$ cat src/design/olde_pkg.sv
// Shared types, constants and codes of the ordered list dedupe engine.
package olde_pkg;

  localparam int LIST_DEPTH    = 16;
  localparam int IDX_W         = $clog2(LIST_DEPTH);
  localparam int CNT_W         = $clog2(LIST_DEPTH + 1);
  localparam int DATA_W        = 32;
  localparam int MODE_W        = 2;
  localparam int STATUS_W      = 2;
  localparam int ENTRY_COUNT_W = 5;

  typedef enum logic [MODE_W-1:0] {
    MODE_APPEND = 2'd0,
    MODE_REMOVE = 2'd1,
    MODE_DEDUPE = 2'd2
  } mode_e;

  typedef enum logic [STATUS_W-1:0] {
    STAT_DONE      = 2'd0,
    STAT_FULL      = 2'd1,
    STAT_NOT_FOUND = 2'd2,
    STAT_EMPTY     = 2'd3
  } status_e;

  typedef enum logic [3:0] {
    S_IDLE,
    S_DISPATCH,
    S_R_RD,
    S_R_CMP,
    S_SH_CHK,
    S_SH_WR,
    S_D_RD,
    S_D_LAT,
    S_D_CHK,
    S_D_CMP,
    S_D_NEXT,
    S_FINISH
  } state_e;

  typedef enum logic [1:0] {
    RD_I,
    RD_K,
    RD_K1
  } rd_sel_e;

  typedef enum logic [1:0] {
    WR_CNT_VAL,
    WR_K_RDATA,
    WR_KEPT_CUR
  } wr_sel_e;

  typedef struct packed {
    logic [MODE_W-1:0]          mode;
    logic signed [DATA_W-1:0]   value;
  } in_t;

  typedef struct packed {
    logic [STATUS_W-1:0]      status;
    logic [ENTRY_COUNT_W-1:0] entry_count;
  } out_t;

  // Controller to datapath.
  typedef struct packed {
    logic    latch_in;
    logic    set_st;
    status_e st_val;
    logic    cnt_inc;
    logic    cnt_dec;
    logic    cnt_load_kept;
    logic    i_clr;
    logic    i_inc;
    logic    k_from_i;
    logic    k_clr;
    logic    k_inc;
    logic    kept_clr;
    logic    kept_inc;
    logic    cur_load;
    logic    rd_en;
    rd_sel_e rd_sel;
    logic    wr_en;
    wr_sel_e wr_sel;
    logic    load_out;
  } cmd_t;

  // Datapath to controller.
  typedef struct packed {
    logic [MODE_W-1:0] mode;
    logic              full;
    logic              empty;
    logic              i_last;
    logic              k_last;
    logic              k_eq_kept;
    logic              hit_val;
    logic              hit_cur;
    logic              out_free;
  } stat_t;

endpackage

$ cat src/design/ordered_list_dedupe_engine.sv
// Top level of the ordered list dedupe engine: controller plus datapath.
//
// Holds an ordered list of up to LIST_DEPTH signed 32-bit entries in a RAM.
// Input channel (in_valid_i / in_ready_o / in_data_i) carries one operation
// per transaction: append, remove first match, or dedupe. Output channel
// (out_valid_o / out_ready_i / out_data_o) returns one status and the entry
// count for every input transaction, in order.
// One item is worked on at a time; the RAM has one read and one write port
// and each compare costs a registered read. Append, mode 3 and any
// empty-list case go straight from dispatch to the final step; remove
// searches for the first match, then shifts the later entries down (search
// plus shift walk the list once); dedupe compares each entry with the kept
// prefix and compacts first occurrences into it.
// The controller then returns to idle, where the next transaction is taken
// even while the previous result still waits in the output register; if the
// receiver stalls, the block finishes its item and holds in the final step
// until the output register frees.
// Reset clears the entry count and the output valid; RAM contents are left
// as they are and only entries below the count are ever read.
module ordered_list_dedupe_engine import olde_pkg::*; (
  input  logic clk_i,
  input  logic rst_ni,
  input  logic in_valid_i,
  output logic in_ready_o,
  input  in_t  in_data_i,
  output logic out_valid_o,
  input  logic out_ready_i,
  output out_t out_data_o
);

  cmd_t  cmd;
  stat_t stat;

  olde_ctrl u_ctrl (
    .clk_i      (clk_i),
    .rst_ni     (rst_ni),
    .in_valid_i (in_valid_i),
    .in_ready_o (in_ready_o),
    .stat_i     (stat),
    .cmd_o      (cmd)
  );

  olde_dp u_dp (
    .clk_i       (clk_i),
    .rst_ni      (rst_ni),
    .in_data_i   (in_data_i),
    .out_ready_i (out_ready_i),
    .out_valid_o (out_valid_o),
    .out_data_o  (out_data_o),
    .cmd_i       (cmd),
    .stat_o      (stat)
  );

endmodule

$ cat src/design/olde_ram.sv
// Generic single-write, single-read RAM with registered read data.
module olde_ram #(
  parameter int Width = 32,
  parameter int Depth = 16
) (
  input  logic                     clk_i,
  input  logic                     we_i,
  input  logic [$clog2(Depth)-1:0] waddr_i,
  input  logic [Width-1:0]         wdata_i,
  input  logic                     re_i,
  input  logic [$clog2(Depth)-1:0] raddr_i,
  output logic [Width-1:0]         rdata_o
);

  logic [Width-1:0] mem_q [Depth];
  logic [Width-1:0] rdata_q;

  always_ff @(posedge clk_i) begin
    if (we_i) begin
      mem_q[waddr_i] <= wdata_i;
    end
    if (re_i) begin
      rdata_q <= mem_q[raddr_i];
    end
  end

  assign rdata_o = rdata_q;

endmodule

$ cat src/design/olde_ctrl.sv
// Controller state machine of the ordered list dedupe engine.
module olde_ctrl import olde_pkg::*; (
  input  logic  clk_i,
  input  logic  rst_ni,
  input  logic  in_valid_i,
  output logic  in_ready_o,
  input  stat_t stat_i,
  output cmd_t  cmd_o
);

  state_e state_q, state_d;

  always_ff @(posedge clk_i or negedge rst_ni) begin
    if (!rst_ni) begin
      state_q <= S_IDLE;
    end else begin
      state_q <= state_d;
    end
  end

  always_comb begin
    state_d = state_q;
    case (state_q)
      S_IDLE: begin
        if (in_valid_i) state_d = S_DISPATCH;
      end
      S_DISPATCH: begin
        case (stat_i.mode)
          MODE_REMOVE: state_d = stat_i.empty ? S_FINISH : S_R_RD;
          MODE_DEDUPE: state_d = stat_i.empty ? S_FINISH : S_D_RD;
          default:     state_d = S_FINISH;
        endcase
      end
      S_R_RD:   state_d = S_R_CMP;
      S_R_CMP: begin
        if (stat_i.hit_val)     state_d = S_SH_CHK;
        else if (stat_i.i_last) state_d = S_FINISH;
        else                    state_d = S_R_RD;
      end
      S_SH_CHK: state_d = stat_i.k_last ? S_FINISH : S_SH_WR;
      S_SH_WR:  state_d = S_SH_CHK;
      S_D_RD:   state_d = S_D_LAT;
      S_D_LAT:  state_d = S_D_CHK;
      S_D_CHK:  state_d = stat_i.k_eq_kept ? S_D_NEXT : S_D_CMP;
      S_D_CMP:  state_d = stat_i.hit_cur ? S_D_NEXT : S_D_CHK;
      S_D_NEXT: state_d = stat_i.i_last ? S_FINISH : S_D_RD;
      S_FINISH: begin
        if (stat_i.out_free) state_d = S_IDLE;
      end
      default:  state_d = S_IDLE;
    endcase
  end

  always_comb begin
    cmd_o      = '0;
    in_ready_o = 1'b0;
    case (state_q)
      S_IDLE: begin
        in_ready_o      = 1'b1;
        cmd_o.latch_in  = in_valid_i;
      end
      S_DISPATCH: begin
        cmd_o.set_st   = 1'b1;
        cmd_o.st_val   = STAT_DONE;
        cmd_o.i_clr    = 1'b1;
        cmd_o.kept_clr = 1'b1;
        case (stat_i.mode)
          MODE_APPEND: begin
            if (stat_i.full) begin
              cmd_o.st_val = STAT_FULL;
            end else begin
              cmd_o.wr_en   = 1'b1;
              cmd_o.wr_sel  = WR_CNT_VAL;
              cmd_o.cnt_inc = 1'b1;
            end
          end
          MODE_REMOVE: begin
            if (stat_i.empty) cmd_o.st_val = STAT_EMPTY;
          end
          default: ;
        endcase
      end
      S_R_RD: begin
        cmd_o.rd_en  = 1'b1;
        cmd_o.rd_sel = RD_I;
      end
      S_R_CMP: begin
        if (stat_i.hit_val) begin
          cmd_o.k_from_i = 1'b1;
        end else if (stat_i.i_last) begin
          cmd_o.set_st = 1'b1;
          cmd_o.st_val = STAT_NOT_FOUND;
        end else begin
          cmd_o.i_inc = 1'b1;
        end
      end
      S_SH_CHK: begin
        if (stat_i.k_last) begin
          cmd_o.cnt_dec = 1'b1;
        end else begin
          cmd_o.rd_en  = 1'b1;
          cmd_o.rd_sel = RD_K1;
        end
      end
      S_SH_WR: begin
        // Move entry k+1 down into slot k.
        cmd_o.wr_en  = 1'b1;
        cmd_o.wr_sel = WR_K_RDATA;
        cmd_o.k_inc  = 1'b1;
      end
      S_D_RD: begin
        cmd_o.rd_en  = 1'b1;
        cmd_o.rd_sel = RD_I;
      end
      S_D_LAT: begin
        cmd_o.cur_load = 1'b1;
        cmd_o.k_clr    = 1'b1;
      end
      S_D_CHK: begin
        if (stat_i.k_eq_kept) begin
          // First occurrence: compact it into the kept prefix.
          cmd_o.wr_en    = 1'b1;
          cmd_o.wr_sel   = WR_KEPT_CUR;
          cmd_o.kept_inc = 1'b1;
        end else begin
          cmd_o.rd_en  = 1'b1;
          cmd_o.rd_sel = RD_K;
        end
      end
      S_D_CMP: begin
        if (!stat_i.hit_cur) cmd_o.k_inc = 1'b1;
      end
      S_D_NEXT: begin
        if (stat_i.i_last) cmd_o.cnt_load_kept = 1'b1;
        else               cmd_o.i_inc = 1'b1;
      end
      S_FINISH: begin
        cmd_o.load_out = stat_i.out_free;
      end
      default: ;
    endcase
  end

endmodule

$ cat src/design/olde_dp.sv
// Datapath of the ordered list dedupe engine: counters, entry RAM, compares, output register.
module olde_dp import olde_pkg::*; (
  input  logic clk_i,
  input  logic rst_ni,
  input  in_t  in_data_i,
  input  logic out_ready_i,
  output logic out_valid_o,
  output out_t out_data_o,
  input  cmd_t cmd_i,
  output stat_t stat_o
);

  logic [CNT_W-1:0]  cnt_q, cnt_d;
  logic [CNT_W-1:0]  i_q, i_d;
  logic [CNT_W-1:0]  k_q, k_d;
  logic [CNT_W-1:0]  kept_q, kept_d;
  logic [CNT_W-1:0]  cnt_m1;
  logic [CNT_W-1:0]  k_p1;
  logic [MODE_W-1:0] mode_q;
  logic [DATA_W-1:0] val_q;
  logic [DATA_W-1:0] cur_q;
  status_e           st_q;
  logic              out_valid_q, out_valid_d;
  out_t              out_q;

  logic              re;
  logic [IDX_W-1:0]  raddr;
  logic [DATA_W-1:0] rdata;
  logic              we;
  logic [IDX_W-1:0]  waddr;
  logic [DATA_W-1:0] wdata;

  assign cnt_m1 = cnt_q - CNT_W'(1);
  assign k_p1   = k_q + CNT_W'(1);

  always_comb begin
    cnt_d = cnt_q;
    if (cmd_i.cnt_inc)            cnt_d = cnt_q + CNT_W'(1);
    else if (cmd_i.cnt_dec)       cnt_d = cnt_m1;
    else if (cmd_i.cnt_load_kept) cnt_d = kept_q;

    i_d = i_q;
    if (cmd_i.i_clr)      i_d = '0;
    else if (cmd_i.i_inc) i_d = i_q + CNT_W'(1);

    k_d = k_q;
    if (cmd_i.k_from_i)   k_d = i_q;
    else if (cmd_i.k_clr) k_d = '0;
    else if (cmd_i.k_inc) k_d = k_p1;

    kept_d = kept_q;
    if (cmd_i.kept_clr)      kept_d = '0;
    else if (cmd_i.kept_inc) kept_d = kept_q + CNT_W'(1);

    out_valid_d = out_valid_q;
    if (cmd_i.load_out)  out_valid_d = 1'b1;
    else if (out_ready_i) out_valid_d = 1'b0;
  end

  always_ff @(posedge clk_i or negedge rst_ni) begin
    if (!rst_ni) begin
      cnt_q       <= '0;
      i_q         <= '0;
      k_q         <= '0;
      kept_q      <= '0;
      st_q        <= STAT_DONE;
      out_valid_q <= 1'b0;
    end else begin
      cnt_q       <= cnt_d;
      i_q         <= i_d;
      k_q         <= k_d;
      kept_q      <= kept_d;
      out_valid_q <= out_valid_d;
      if (cmd_i.set_st) st_q <= cmd_i.st_val;
    end
  end

  always_ff @(posedge clk_i) begin
    if (cmd_i.latch_in) begin
      mode_q <= in_data_i.mode;
      val_q  <= in_data_i.value;
    end
    if (cmd_i.cur_load) cur_q <= rdata;
    if (cmd_i.load_out) begin
      out_q.status      <= st_q;
      out_q.entry_count <= ENTRY_COUNT_W'(cnt_q);
    end
  end

  always_comb begin
    case (cmd_i.rd_sel)
      RD_K:    raddr = k_q[IDX_W-1:0];
      RD_K1:   raddr = k_p1[IDX_W-1:0];
      default: raddr = i_q[IDX_W-1:0];
    endcase
    case (cmd_i.wr_sel)
      WR_K_RDATA: begin
        waddr = k_q[IDX_W-1:0];
        wdata = rdata;
      end
      WR_KEPT_CUR: begin
        waddr = kept_q[IDX_W-1:0];
        wdata = cur_q;
      end
      default: begin
        waddr = cnt_q[IDX_W-1:0];
        wdata = val_q;
      end
    endcase
  end

  assign re = cmd_i.rd_en;
  assign we = cmd_i.wr_en;

  olde_ram #(
    .Width (DATA_W),
    .Depth (LIST_DEPTH)
  ) u_entry_ram (
    .clk_i   (clk_i),
    .we_i    (we),
    .waddr_i (waddr),
    .wdata_i (wdata),
    .re_i    (re),
    .raddr_i (raddr),
    .rdata_o (rdata)
  );

  assign stat_o.mode      = mode_q;
  assign stat_o.full      = (cnt_q == CNT_W'(LIST_DEPTH));
  assign stat_o.empty     = (cnt_q == '0);
  assign stat_o.i_last    = (i_q == cnt_m1);
  assign stat_o.k_last    = (k_q == cnt_m1);
  assign stat_o.k_eq_kept = (k_q == kept_q);
  assign stat_o.hit_val   = (rdata == val_q);
  assign stat_o.hit_cur   = (rdata == cur_q);
  assign stat_o.out_free  = !out_valid_q || out_ready_i;

  assign out_valid_o = out_valid_q;
  assign out_data_o  = out_q;

endmodule
$ cat config.mk
export PLATFORM = sky130hd
export DESIGN_NAME = ordered_list_dedupe_engine
export DESIGN_NICKNAME = d
export VERILOG_FILES = /design/src/design/olde_pkg.sv /design/src/design/ordered_list_dedupe_engine.sv /design/src/design/olde_ram.sv /design/src/design/olde_ctrl.sv /design/src/design/olde_dp.sv
export SDC_FILE = /design/constraint.sdc
export NUM_CORES = 1
export LEC_CHECK = 0
export CAP_MARGIN = 20
export CORE_MARGIN = 3
export CORE_UTILIZATION = 37
export CTS_CLUSTER_SIZE = 8
export DETAILED_ROUTE_END_ITERATION = 7
export DONT_BUFFER_PORTS = 1
export HOLD_SLACK_MARGIN = 0.12
export SYNTH_ARGS = -nofsm -noshare
export SYNTH_HDL_FRONTEND = slang
export SYNTH_SLANG_ARGS = --single-unit
$ cat constraint.sdc
create_clock -name clk_i -period 7.55 [get_ports clk_i]
set_input_delay 1.1325 -clock clk_i [delete_from_list [all_inputs] [get_ports clk_i]]
set_output_delay 1.1325 -clock clk_i [all_outputs]
set_load 0.05 [all_outputs]
# After elaboration in Yosys (flattened, before gate mapping)
# Memory sizes are Yosys's and may differ from the RTL's. A register that Yosys moved wholly into a read port is not among the register bits.
# Index checks and enable logic that the tools add are counted.
[op_classes]
n_reduce_logical = 12
n_addsub = 5
n_eq_ne = 25
n_mux = 63
[op_table]
columns = ["op", "count"]
rows = [
  ["32-bit == test", 2],
  ["32-bit case mux with 2 select lines", 1],
  ["5-bit 2-to-1 mux", 10],
  ["4-bit case mux with 12 select lines", 1],
  ["4-bit 2-to-1 mux", 8],
  ["1-bit 2-to-1 mux", 24],
  ["4-bit case mux with 2 select lines", 3],
  ["3-bit 2-to-1 mux", 7],
  ["5-bit by 1-bit adder with 5-bit output (second input constant)", 4],
  ["3-bit case mux with 3 select lines", 2],
  ["4-bit by 3-bit == test with 1-bit output (second input constant)", 4],
  ["4-bit == test (second input constant)", 4],
  ["5-bit == test", 3],
  ["4-bit by 2-bit == test with 1-bit output (second input constant)", 2],
  ["2-bit by 1-bit == test with 1-bit output (second input constant)", 3],
  ["2-bit == test (second input constant)", 3],
  ["2-bit 2-to-1 mux", 3],
  ["3-bit case mux with 2 select lines", 1],
  ["2-bit nonzero test", 3],
  ["3-bit nonzero test", 2],
  ["5-bit == test (second input constant)", 1],
  ["5-bit logical NOT", 1],
  ["5-bit by 1-bit subtractor with 5-bit output (second input constant)", 1],
  ["4-bit by 1-bit == test with 1-bit output (second input constant)", 1],
  ["other kinds (10)", 11],
]
[totals]
memories = 1
wordCells = 118
mem_bits_rw = 512
regBits = 100
[memory_table]
columns = ["memory", "depth", "word_bits", "read_ports", "rd_clocked_by_memory_dff", "write_ports", "line", "rtl"]
rows = [
  ["u_dp.u_entry_ram.mem_q", 16, 32, 1, 1, 1, "olde_ram.sv:15", "logic [Width-1:0] mem_q [Depth];"],
]

# Depth between registers and ports, before layout
# Gate-level depths: netlist of run 1.
[depth]
depth_word = 7
depth_mapped = 16
ltp_nobuf = 13

# Cells and area by module
# From an unflattened synthesis of run 1, not the netlist that was laid out.
[unflattened]
cells_unflattened = 1398
area_unflattened_um2 = 26055.0
[by_module_without_submodules]
columns = ["module", "cells_per_inst", "seq_area_each_um2", "area_each_um2", "n_inst"]
rows = [
  ["olde_ram", 838, 16335.7, 20155.6, 1],
  ["olde_dp", 469, 2767.7, 5292.6, 1],
  ["olde_ctrl", 91, 100.1, 606.8, 1],
]

# Worst setup path after synthesis of run 1
# No wires, ideal clock.
[synth_timing]
path_kind = "reg2reg"
start = "register u_dp.k_q[2]"
end = "memory u_dp.u_entry_ram.mem_q[11][0], enable pin"
n_path_buf = 2
t_required_ns = 7.129
synth_period_minus_slack_ns = 3.992
setup_slack_ns = 3.558
setup_time_ns = 0.421
path_stages_with_launch = 12
arrival_time_ns = 3.571
path_cell_list = "dfrtp_1 -> buf_2 -> xor2_1 -> nor3_1 -> nand4_1 -> inv_1 -> ha_1 -> clkbuf_1 -> a22oi_1 -> o21ai_0 -> nand3_1 -> nor2_1"
[synth_via]
elab_chain_len = 5
elab_cells_between_ends = 8
[synth_lines]
columns = ["element", "line", "rtl"]
rows = [
  ["start: declaration", "olde_dp.sv:15", "logic [CNT_W-1:0] k_q, k_d;"],
  ["start signal: assignment", "olde_dp.sv:71", "k_q <= k_d;"],
  ["5-bit == test", "olde_dp.sv:133", "assign stat_o.k_eq_kept = (k_q == kept_q);"],
  ["3-bit 2-to-1 mux", "olde_ctrl.sv:120", "if (stat_i.k_eq_kept) begin"],
  ["3-bit case mux with 3 select lines", "olde_ctrl.sv:57", "case (state_q)"],
  ["2-bit == test (tied with other cells)", "olde_dp.sv:96", "case (cmd_i.wr_sel)"],
  ["4-bit case mux with 2 select lines or 1-bit 2-to-1 mux (tied branches)", "olde_dp.sv:96, olde_ram.sv:20", ""],
  ["end: declaration", "olde_ram.sv:15", ""],
]
# Parallel ways exist; a longest one is shown, timed or not.

# Worst setup path after layout of run 1
[layout_timing]
start = "register u_dp.cnt_q[0]"
end = "register u_dp.u_entry_ram.rdata_q[6] (netlist: u_dp.u_entry_ram.rdata_o[6]) (read register of u_dp.u_entry_ram.mem_q), data pin"
[layout_via]
elab_chain_len = 6
elab_cells_between_ends = 7
[layout_lines]
columns = ["element", "line", "rtl"]
rows = [
  ["start: declaration", "olde_dp.sv:13", "logic [CNT_W-1:0] cnt_q, cnt_d;"],
  ["start signal: assignment", "olde_dp.sv:69", "cnt_q <= cnt_d;"],
  ["5-bit by 1-bit subtractor with 5-bit output *", "olde_dp.sv:33", "assign cnt_m1 = cnt_q - CNT_W'(1);"],
  ["5-bit == test *", "olde_dp.sv:132", "assign stat_o.k_last = (k_q == cnt_m1);"],
  ["3-bit 2-to-1 mux *", "olde_ctrl.sv:98", "if (stat_i.k_last) begin"],
  ["3-bit case mux with 3 select lines *", "olde_ctrl.sv:57", ""],
  ["2-bit == test or 2-bit by 1-bit == test with 1-bit output (tied branches)", "olde_dp.sv:91", "case (cmd_i.rd_sel)"],
  ["4-bit case mux with 2 select lines", "olde_dp.sv:91", ""],
  ["end: declaration", "olde_ram.sv:16", "logic [Width-1:0] rdata_q;"],
]
# Every way passes the cells marked *; elsewhere a longest branch is shown, timed or not.
# A chain may end at the register's enable or synchronous reset.

==> flow_metrics.tcl, run 1 <==
set metrics [dict create \
    crit_type "flop to flop" \
    grt_pass1_wl_um 90800 \
    required_ps 7880 \
    fin_area_mm2 0.0304 \
    path_max_fanout 90 \
    dpl-instance-area_mm2 0.0279 \
    numCtsBuffers 90 \
    yosysUniqueCellTypes 59 \
    syn-num-nets 1444 \
    final_hold_viol_count 0 \
    r2r_start "u_dp.cnt_q[0]$_DFFE_PN0P_" \
    htree_levels 3 \
    maxCapViolCount 0 \
    fin_nets 1525 \
    finalCriticalPeriod_ps 4890 \
    max_stage_delay_ps 610 \
    layout_common_cells "617 x edfxtp_1, 128 x mux4_2, 101 x mux2i_1, 90 x clkbuf_16, 74 x xor2_1" \
    area_growth_pct 15.0 \
    cts_root_buf "clkbuf_16" \
    io_buffers 0 \
    cts.clk_slew.worst_paths_ps 60 \
    rsz0062_at_grt "false" \
    postRouteAntennaNets 0 \
    place_ws_ps 2550 \
    synth_area_per_cell_um2 18.9 \
    slew_violations 0 \
    dr.pass1.iters 6 \
    synth_ff_type "edfxtp_1" \
    arrival_ps 5220 \
    synth_edf_count 617 \
    core_area_mm2 0.0704 \
    grtUsageTotal_pct 16.7 \
    critical-path-top-delay-family "multiplexers" \
    fillers 6106 \
    finalSetupTns_ps 0 \
    synthArstFlopShare_pct 4.19 \
    gp_congestion 0.868 \
    wirelength_um 62100 \
    finalPower_uw 10900 \
    end_kind "flop" \
    setup-violations-final 0 \
    tritoncts "done" \
    antenna_found_initial 1 \
    leakage_uw 0.0100 \
    reg2reg_setup_slack_ps 2660 \
    boundaryPins 47 \
    grt_pass1_vias 13500 \
    final_common_cell "edfxtp_1" \
    vias_per_cell 5.49 \
    initial_core_util_pct 37.5 \
    die_area_mm2 0.0746 \
    drc 0 \
    max-vdd-ir-drop_mv 0.219 \
    synth-seq-area-share_pct 72.8 \
    critical_path_buf_inv_count 2 \
    crit_slowest_cell "mux4_2" \
    fp.dieW_um 273 \
    via_count 13400 \
    rows 97 \
    dp_hpwl_um 32900 \
    drive_gt1_share_pct 21.5 \
    ys_warn_count 0 \
    finalNonFillerCells 2436 \
    crit_chain "inv_1 > ha_1 > nor3b_4 > xnor3_1 > a31o_2 > ha_1 > nor2_1 > a21oi_4 > buf_12 > mux4_2 > mux2i_1 > mux2i_1" \
    insertedDiodeCount 0 \
    reg2regPathDepth 12 \
    cts_hold_buf 0 \
    clkLatencyLatePin_ps 630 \
    slew_headroom_pct 24.8 \
    synth.cell_area_mm2 0.0264 \
    dp.cells 2321 \
    min_path_type "input port to asynchronous set/reset pin" \
    grt_max_degree 129 \
    wl_per_cell_um 25.5 \
    finalWorstSetupSlack_ps 2660 \
    synthCells 1393 \
    skew_ps 40.6 \
    ys_seq_elements 644 \
    period_share_pct 64.8 \
    clk_path_buf_depth 3 \
    worst_pin_slew_ps 1130 \
    achievable-frequency_ghz 0.205 \
    r2r-end "u_dp.u_entry_ram.rdata_o[6]$_DFFE_PP_" \
    ctsResizeCount 0 \
    cts_sinks 644 \
    status "finished, final reports clean" \
    drtIter0Drc 1191 \
    fp.dieH_um 273 \
    post_cts_buffers 0 \
    startpoint_type "flop" \
    grt-ovfl-total 0 \
    power.density_mw_per_mm2 358 \
]
## kinds of logic after synthesis
logic type / Yosys count / synth area share (%)
DFF: 644 / 72.8
adders and majority gates: 13 / 0.616
and+or+nand+nor: 190 / 3.58
muxes: 232 / 14.9
xor gates and xnor gates: 86 / 3.12
buffers and inverters: 88 / 1.61
AOI/OAI and AO/OA: 140 / 3.44
## registers in the layout, summed over array words and instances, names as in the netlist, 5 cells and up
signal	flops
u_dp.u_entry_ram.mem_q	512
u_dp.cur_q	32
u_dp.u_entry_ram.rdata_o	32
u_dp.val_q	32
u_dp.out_data_o	7
u_dp.cnt_q	5
u_dp.i_q	5
u_dp.k_q	5
u_dp.kept_q	5
## synth_stat cells, types with 23 or more instances
library cell / instances / area [µm²]
edfxtp_1: 617 / 18500
mux4_2: 128 / 2880
mux2i_1: 101 / 1010
xor2_1: 74 / 648
nand2_1: 65 / 244
o21ai_0: 47 / 235
nor2_1: 43 / 161
a22oi_1: 39 / 293
buf_2: 29 / 145
dfrtp_1: 27 / 676
clkbuf_1: 23 / 86.3
## worst register-to-register path, stage by stage (launching register included)
cell     delay, ps
dfrtp_1        510
inv_1          180
ha_1           290
nor3b_4        280
xnor3_1        300
a31o_2         310
ha_1           580
nor2_1         150
a21oi_4        420
buf_12         590
mux4_2         740
mux2i_1        170
mux2i_1         90
## where the power goes
part / internal (µW) / total, µW / switching, µW
combinational: 1110 / 2530 / 1410
clock: 2150 / 3590 / 1430
sequential: 4420 / 4770 / 344
total: 7690 / 10900 / 3190
## routing by layer
metal	wire length [µm]	track usage (%)
met4	1310	4.51
met1	28200	24.4
met2	27600	24.4
met5	13	0
met3	5020	4.65
## metrics by stage
stage | utilization, % | hold slack, ps
floorplan | - | 420
global placement | 39.6 | 444
detailed placement | 39.6 | 444
CTS | 43.1 | 157
global route | 43.1 | 164
finish | 43.1 | 195
## how the worst max path moves through the flow
stage	cells after the start	to	startpoint	slack (ps)
floorplan	11	u_dp.u_entry_ram.mem_q[11][0]$_DFFE_PP_	u_dp.k_q[2]$_DFFE_PN0P_	3560
global placement	12	u_dp.u_entry_ram.rdata_o[5]$_DFFE_PP_	u_dp.cnt_q[0]$_DFFE_PN0P_	2620
detailed placement	12	u_dp.u_entry_ram.rdata_o[6]$_DFFE_PP_	u_dp.cnt_q[0]$_DFFE_PN0P_	2550
CTS	12	u_dp.u_entry_ram.rdata_o[12]$_DFFE_PP_	u_dp.cnt_q[0]$_DFFE_PN0P_	2560
global route	12	u_dp.u_entry_ram.rdata_o[18]$_DFFE_PP_	u_dp.cnt_q[0]$_DFFE_PN0P_	2260
finish	12	u_dp.u_entry_ram.rdata_o[6]$_DFFE_PP_	u_dp.cnt_q[0]$_DFFE_PN0P_	2660
## final cells by class
| type | count | area [µm²] | share of cell area, % |
|---|---|---|---|
| flip-flops and latches | 644 | 19200 | 63.3 |
| multi-input cells | 661 | 6940 | 22.9 |
| clock buffers | 109 | 2340 | 7.72 |
| well taps | 940 | 1180 | 3.88 |
| repair buffers | 61 | 503 | 1.66 |
| clock inverters | 5 | 123 | 0.404 |
| inverters | 16 | 60.1 | 0.198 |
No activity file was read; power rests on OpenSTA's default activity.
==> run 2, diff against run 1 <==
--- a/config.mk
+++ b/config.mk
@@ -5,6 +5,7 @@
 export SDC_FILE = /design/constraint.sdc
 export NUM_CORES = 1
 export LEC_CHECK = 0
+export ABC_AREA = 1
 export CAP_MARGIN = 20
 export CORE_MARGIN = 3
 export CORE_UTILIZATION = 37
==> constraint.sdc (replaced) <==
create_clock -name clk_i -period 4.45 [get_ports clk_i]
set_input_delay 0.6675 -clock clk_i [delete_from_list [all_inputs] [get_ports clk_i]]
set_output_delay 0.6675 -clock clk_i [all_outputs]
set_load 0.05 [all_outputs]
==> run 2 against run 1 <==
- clock power grew 69%
- die area grew 6.5%
- worst setup slack lost 2400 ps
- routed wire length grew 18%
- critical path depth grew 7
- final area grew 7.8%
- highest routed layer unchanged
==> flow_metrics.tcl, run 2 <==
set metrics [dict create \
    status "finished, final reports clean" \
    grt_max_degree 95 \
    finalPower_uw 12700 \
    vias_per_cell 5.26 \
    fp.dieW_um 282 \
    r2r_start "u_dp.cnt_q[0]$_DFFE_PN0P_" \
    cts.clk_slew.worst_paths_ps 50 \
    grt_pass1_wl_um 110000 \
    ys_top_cells_by_area "edfxtp_1 66%, o211ai_1 6.9%, nand2_1 6.8%, inv_1 4.6%, nand3_1 3.1%" \
    max_stage_delay_ps 650 \
    clk_path_buf_depth 3 \
    final_common_cell "edfxtp_1" \
    postRouteAntennaNets 0 \
    crit_type "flop to flop" \
    fp.dieH_um 282 \
    synth_most_common_cell "edfxtp_1" \
    dp_hpwl_um 42500 \
    maxCapViolCount 0 \
    setup-violations-final 0 \
    r2r-end "u_dp.u_entry_ram.rdata_o[25]$_DFFE_PP_" \
    synth_edf_count 617 \
    tritoncts "done" \
    core_area_mm2 0.0749 \
    layout_common_cells "617 x edfxtp_1, 510 x nand2_1, 347 x inv_1, 258 x o211ai_1, 177 x nand3_1" \
    insertedDiodeCount 0 \
    hold_depth 4 \
    cp-startpoint "u_dp.cnt_q[0]$_DFFE_PN0P_" \
    critical-path-top-delay-family "buffers and inverters" \
    drive_gt1_share_pct 9.80 \
    reg2regPathDepth 19 \
    htree_levels 3 \
    cts_sinks 644 \
    synth-seq-area-share_pct 68.2 \
    arrival_ps 4550 \
    syn-num-nets 2498 \
    initial_core_util_pct 37.5 \
    regMostFlops "u_dp.u_entry_ram.mem_q" \
    skew_ps 28.0 \
    finalSetupTns_ps 0 \
    multi_input_area_mm2 0.00713 \
    yosysTopAreaCell "edfxtp_1" \
    cp_common_cell "nand2_1" \
    via_count 18700 \
    fillers 6717 \
    antenna_found_initial 3 \
    yosysUniqueCellTypes 36 \
    grt_pass1_vias 18100 \
    crit_chain "inv_2 > ha_1 > inv_1 > nand2_1 > nand2_1 > nand2_1 > nand2_1 > inv_1 > nand3_1 > o21ai_1 > ha_1 > inv_2 > nand3_1 > o21ai_4 > inv_4 > buf_4 > o21ai_0 > o211ai_1 > nand2_1" \
    clkLatencyLatePin_ps 630 \
    required_ps 4810 \
    boundaryPins 47 \
    leakage_uw 0.0127 \
    finalWorstSetupSlack_ps 265 \
    die_area_mm2 0.0794 \
    worst_pin_slew_ps 1290 \
    synth.cell_area_mm2 0.0281 \
    path_max_fanout 40 \
    path_depth 19 \
    yosys-top-cells-count "617 x edfxtp_1, 510 x nand2_1, 347 x inv_1, 258 x o211ai_1, 177 x nand3_1" \
    dr.pass1.iters 5 \
    seqCellArea_mm2 0.0192 \
    fin_nets 2612 \
    wirelength_um 73000 \
    ys_warn_count 0 \
    slew_violations 0 \
    rsz0062_at_grt "false" \
    max-vdd-ir-drop_mv 0.225 \
    numCtsBuffers 90 \
    area_growth_pct 16.3 \
    largest_reg_flops 512 \
    synthCells 2447 \
    final_hold_viol_count 0 \
    synth_ff_type "edfxtp_1" \
    period_share_pct 94.0 \
    reg2reg_setup_slack_ps 270 \
    synth_top_area_share_pct 65.8 \
    place_ws_ps 173 \
    critical_path_buf_inv_count 6 \
    end_kind "flop" \
    crit_end "u_dp.u_entry_ram.rdata_o[25]$_DFFE_PP_" \
    synthArstFlopShare_pct 4.19 \
    drc 0 \
    wl_per_cell_um 20.6 \
    startpoint_type "flop" \
    drtIter0Drc 1755 \
    finalCriticalPeriod_ps 4180 \
    achievable-frequency_ghz 0.239 \
    cts_root_buf "clkbuf_16" \
    crit_slowest_cell "dfrtp_1" \
    slew_headroom_pct 14.2 \
    rows 100 \
    power.density_mw_per_mm2 387 \
    ys_seq_elements 644 \
    grt-ovfl-total 0 \
    grtUsageTotal_pct 18.4 \
    min_path_type "input port to flop" \
    synth_area_per_cell_um2 11.5 \
    io_buffers 0 \
    gp_congestion 0.887 \
]
-- run 2: changes by cell type after synthesis, sizes merged, moves of 32 or more --
| cell | before | now |
|---|---|---|
| o21ai | 49 | 95 |
| a22oi | 39 | 7 |
| buf | 47 | 95 |
| mux4 | 128 | 0 |
| xnor2 | 7 | 45 |
| a21oi | 17 | 58 |
| nand3 | 16 | 181 |
| o211ai | 4 | 258 |
| nand2 | 65 | 512 |
| xor2 | 74 | 9 |
| inv | 16 | 355 |
| nor2 | 43 | 114 |
| mux2i | 101 | 1 |
-- run 2: how the worst min path moves through the flow --
stage               start                            end  slack (ps)
6_report       in_valid_i  u_ctrl.state_q[0]$_DFFE_PN0P_         310
3_5_place_dp       rst_ni   u_dp.out_valid_o$_DFFE_PN0P_         370
5_1_grt        in_valid_i  u_ctrl.state_q[0]$_DFFE_PN0P_         340
4_1_cts        in_valid_i  u_ctrl.state_q[0]$_DFFE_PN0P_         290
3_3_place_gp       rst_ni   u_dp.out_valid_o$_DFFE_PN0P_         370
2_1_floorplan      rst_ni  u_ctrl.state_q[0]$_DFFE_PN0P_         370
-- run 2: worst min-delay path, stage by stage --
cell and delay (ps):
o21ai_0 80, inv_1 60, nand2_1 40, nand2_1 60
-- run 2: logic make-up (layout without fill, tap and decap cells) --
group	Yosys count	after routing	synth area share, %
buffers and inverters	477	612	7.01
AND/OR/NAND/NOR	832	832	12.4
multiplexers	1	1	0.0356
flip-flops	644	644	68.2
XOR/XNOR	54	54	1.68
AO/OA/AOI/OAI	426	426	10.1
adder cells (fa/ha/maj)	13	13	0.578
-- run 2: layout make-up --
class,count,area share [%]
Tap cell,969,3.70
Clock inverter,6,0.294
Timing Repair Buffer,143,4.32
Clock buffer,107,7.14
Multi-Input combinational cell,1326,21.8
Inverter,356,4.09
Sequential cell,644,58.7
-- run 2: metal layers --
layer	track usage, %	share of wire (%)
met5	0	0.056
met3	3.19	6.8
met1	24.8	43
met2	30.1	47
met4	6.40	2.9
-- run 2: per-stage QoR --
stage	cells	utilization [%]	area, µm²	hold WS [ps]
finish	3551	43.7	32700	312
CTS	3548	43.6	32700	291
global route	3551	43.7	32700	337
floorplan	2447	-	28100	372
detailed placement	3398	39.9	29900	373
global placement	3398	39.9	29900	373
-- run 2: report_power, final --
group / total [µW] / switching [µW] / internal, µW / leakage (µW)
logic: 35.8 / 12.8 / 23.0 / 0.00557
registers: 6560 / 0.000000000000177 / 6560 / 0.00594
clock network: 6080 / 2390 / 3690 / 0.00119
total: 12700 / 2400 / 10300 / 0.0127
-- run 2: timing repair --
item / in CTS / in global routing
setup buffers: 0 / 0
endpoints found under the hold margin: 62 / 0
gates resized for setup: 0 / 1
hold buffers: 37 / 0
endpoints found under the setup margin: 0 / 25
==> run 3, diff against run 2 <==
--- a/config.mk
+++ b/config.mk
@@ -13,6 +13,7 @@
 export DETAILED_ROUTE_END_ITERATION = 7
 export DONT_BUFFER_PORTS = 1
 export HOLD_SLACK_MARGIN = 0.12
+export PLACE_DENSITY = 0.53
 export SYNTH_ARGS = -nofsm -noshare
 export SYNTH_HDL_FRONTEND = slang
 export SYNTH_SLANG_ARGS = --single-unit
==> constraint.sdc (replaced) <==
create_clock -name clk_i -period 3.4 [get_ports clk_i]
set_input_delay 0.51 -clock clk_i [delete_from_list [all_inputs] [get_ports clk_i]]
set_output_delay 0.51 -clock clk_i [all_outputs]
set_load 0.05 [all_outputs]
==> run 3 against run 2 <==
- hold slack got worse by 130 ps
- cell count increased by 2.5%
- first-iteration DRC count decreased by 7.8%
- via count increased by 2.4%
- largest cell class unchanged
- highest routed layer is now met4
==> flow_metrics.tcl, run 3 (synthesis gave the netlist of run 2 again) <==
set metrics [dict create \
    power_frac_clock_pct 48.0 \
    end_kind "flop" \
    p_sw_uw 3220 \
    rsz0062_at_grt "true" \
    antenna_found_initial 0 \
    cp-startpoint "u_dp.cnt_q[1]$_DFFE_PN0P_" \
    p_int_uw 13400 \
    crit_type "flop to flop" \
    dp.cells 3453 \
    vias_per_cell 5.26 \
    area_growth_pct 21.9 \
    min_path_type "input port to flop" \
    cts.clk_slew.worst_paths_ps 50 \
    slew_headroom_pct 45.1 \
    clkLatencyLatePin_ps 630 \
    max-vdd-ir-drop_mv 0.331 \
    whs_ps 181 \
    largest_reg_flops 512 \
    rows 100 \
    fp.dieH_um 282 \
    switching_share_pct 19.4 \
    drtIter0Drc 1618 \
    worst_pin_slew_ps 823 \
    die_area_mm2 0.0794 \
    period_share_pct 99.4 \
    dr.pass1.iters 6 \
    dp_hpwl_um 45500 \
    required_ps 3760 \
    maxCapViolCount 0 \
    clk_path_buf_depth 3 \
    grtUsageTotal_pct 19.6 \
    power.density_mw_per_mm2 484 \
    startpoint_type "flop" \
    finalPower_uw 16600 \
    finalCriticalPeriod_ps 3380 \
    achievable-frequency_ghz 0.296 \
    slew_violations 0 \
    setup-violations-final 0 \
    arrival_ps 3740 \
    status "finished, final reports clean" \
    utilization_pct 45.8 \
    drive_gt1_share_pct 14.1 \
    io_buffers 0 \
    cts_root_buf "clkbuf_16" \
    regMostFlops "u_dp.u_entry_ram.mem_q" \
    boundaryPins 47 \
    postRouteAntennaNets 0 \
    htree_levels 3 \
    drc 0 \
    p_seq_share_pct 51.7 \
    gp_congestion 0.867 \
    finalNonFillerCells 3639 \
    core_area_mm2 0.0749 \
    numCtsBuffers 90 \
    place_ws_ps -62.5 \
    grt_pass1_wl_um 115000 \
    final_hold_viol_count 0 \
    initial_core_util_pct 37.5 \
    insertedDiodeCount 0 \
    tritoncts "done" \
    grt-ovfl-total 0 \
    grt_pass1_vias 18200 \
    cts_sinks 644 \
    skew_ps 27.3 \
    leakage_uw 0.0134 \
    fin_nets 2702 \
    wirelength_um 81000 \
    final_common_cell "edfxtp_1" \
    combPwrFrac_pct 0.3 \
    r2r_start "u_dp.cnt_q[1]$_DFFE_PN0P_" \
    layout_common_cells "617 x edfxtp_1, 501 x nand2_1, 344 x inv_1, 258 x o211ai_1, 171 x nand3_1" \
    finalWorstSetupSlack_ps 22.1 \
    wl_per_cell_um 22.3 \
    grt_max_degree 54 \
    hold_start "in_valid_i" \
    path_max_fanout 8 \
    fp.dieW_um 282 \
    via_count 19100 \
]
## run 3: changes by cell type in the layout (fill, tap and decap cells not counted), moves of 6 or more
| cell | previous run | this run |
|---|---|---|
| buf_16 | 0 | 8 |
| buf_6 | 0 | 11 |
| nand2_2 | 1 | 9 |
| nand3_1 | 177 | 171 |
| buf_12 | 20 | 43 |
| buf_4 | 87 | 121 |
| o21ai_0 | 83 | 75 |
| nand2_1 | 510 | 501 |
| clkbuf_16 | 91 | 102 |
| o21ai_1 | 10 | 17 |
## run 3: area by class of cell
cell class	count	area, µm²
inverter	356	1350
multi-input combinational	1326	7310
tap	969	1210
fill	6697	40700
timing repair buffer	233	2810
clock inverter	5	76.3
clock buffer	106	2330
sequential	644	19200
## run 3: stage by stage
step           cell area (µm²)  setup TNS (ps)
5_1_grt                  34300           -1310
6_report                 34300               0
4_1_cts                  33600               0
2_1_floorplan            28200          -73300
3_5_place_dp             30700            -989
3_3_place_gp             30700               0
## run 3: what timing repair did
item                                   4_1_cts  5_1_grt
gates cloned                                 2       15
hold buffers                                38        0
pin swaps                                    1       38
resized for setup                            7       69
endpoints found under the hold margin       63        0
setup buffers                                5       14
setup endpoints to repair                   19      605
## run 3: critical path, cell delays in order (launching register included)
cell       delay (ps)
dfrtp_1           390
buf_4             190
nor2_4            110
nand2_1            70
nand2_1           110
nand3_1           120
nand3_2           120
o21ai_2            70
buf_6             140
ha_4              320
inv_4              40
buf_6             110
o21ai_4           260
clkinv_8           90
buf_16            170
buf_16            160
clkbuf_16         180
o211ai_1           80
o21ai_1            90
o211ai_1          150
nand2_1            90
## run 3: path summary, 6_finish.rpt
kind,to,slack (ps),cells after the start
min,u_dp.mode_q[0]$_DFFE_PP_,180,2
min in group asynchronous,u_dp.st_q[1]$_DFFE_PN0P_,320,2
max in group asynchronous,u_dp.kept_q[1]$_DFFE_PN0P_,2890,2
min reg2reg,u_dp.out_data_o[6]$_DFFE_PP_,470,0
max,u_dp.u_entry_ram.rdata_o[7]$_DFFE_PP_,20,20
max reg2reg,u_dp.u_entry_ram.rdata_o[7]$_DFFE_PP_,20,20
## run 3: routing by layer
layer | global-route usage (%) | wire (µm) | share of wire [%] | up-vias
met2 | 32.3 | 38900 | 48 | 607
met4 | 6.65 | 2160 | 2.7 | 0
li1 | - | - | - | 8916
met1 | 26.5 | 35400 | 44 | 9473
met3 | 2.87 | 4630 | 5.7 | 137
met5 | 0 | 0 | 0 | -
## run 3: power by group through the flow
stage               combinational [µW]  clock (µW)  sequential [µW]
global placement                 0.587           0             8730
detailed placement               0.585           0             8730
global route                      49.4        8440             8570
finish                            45.9        7960             8580
CTS                               46.6        8130             8580
floorplan                        0.228           0             8730
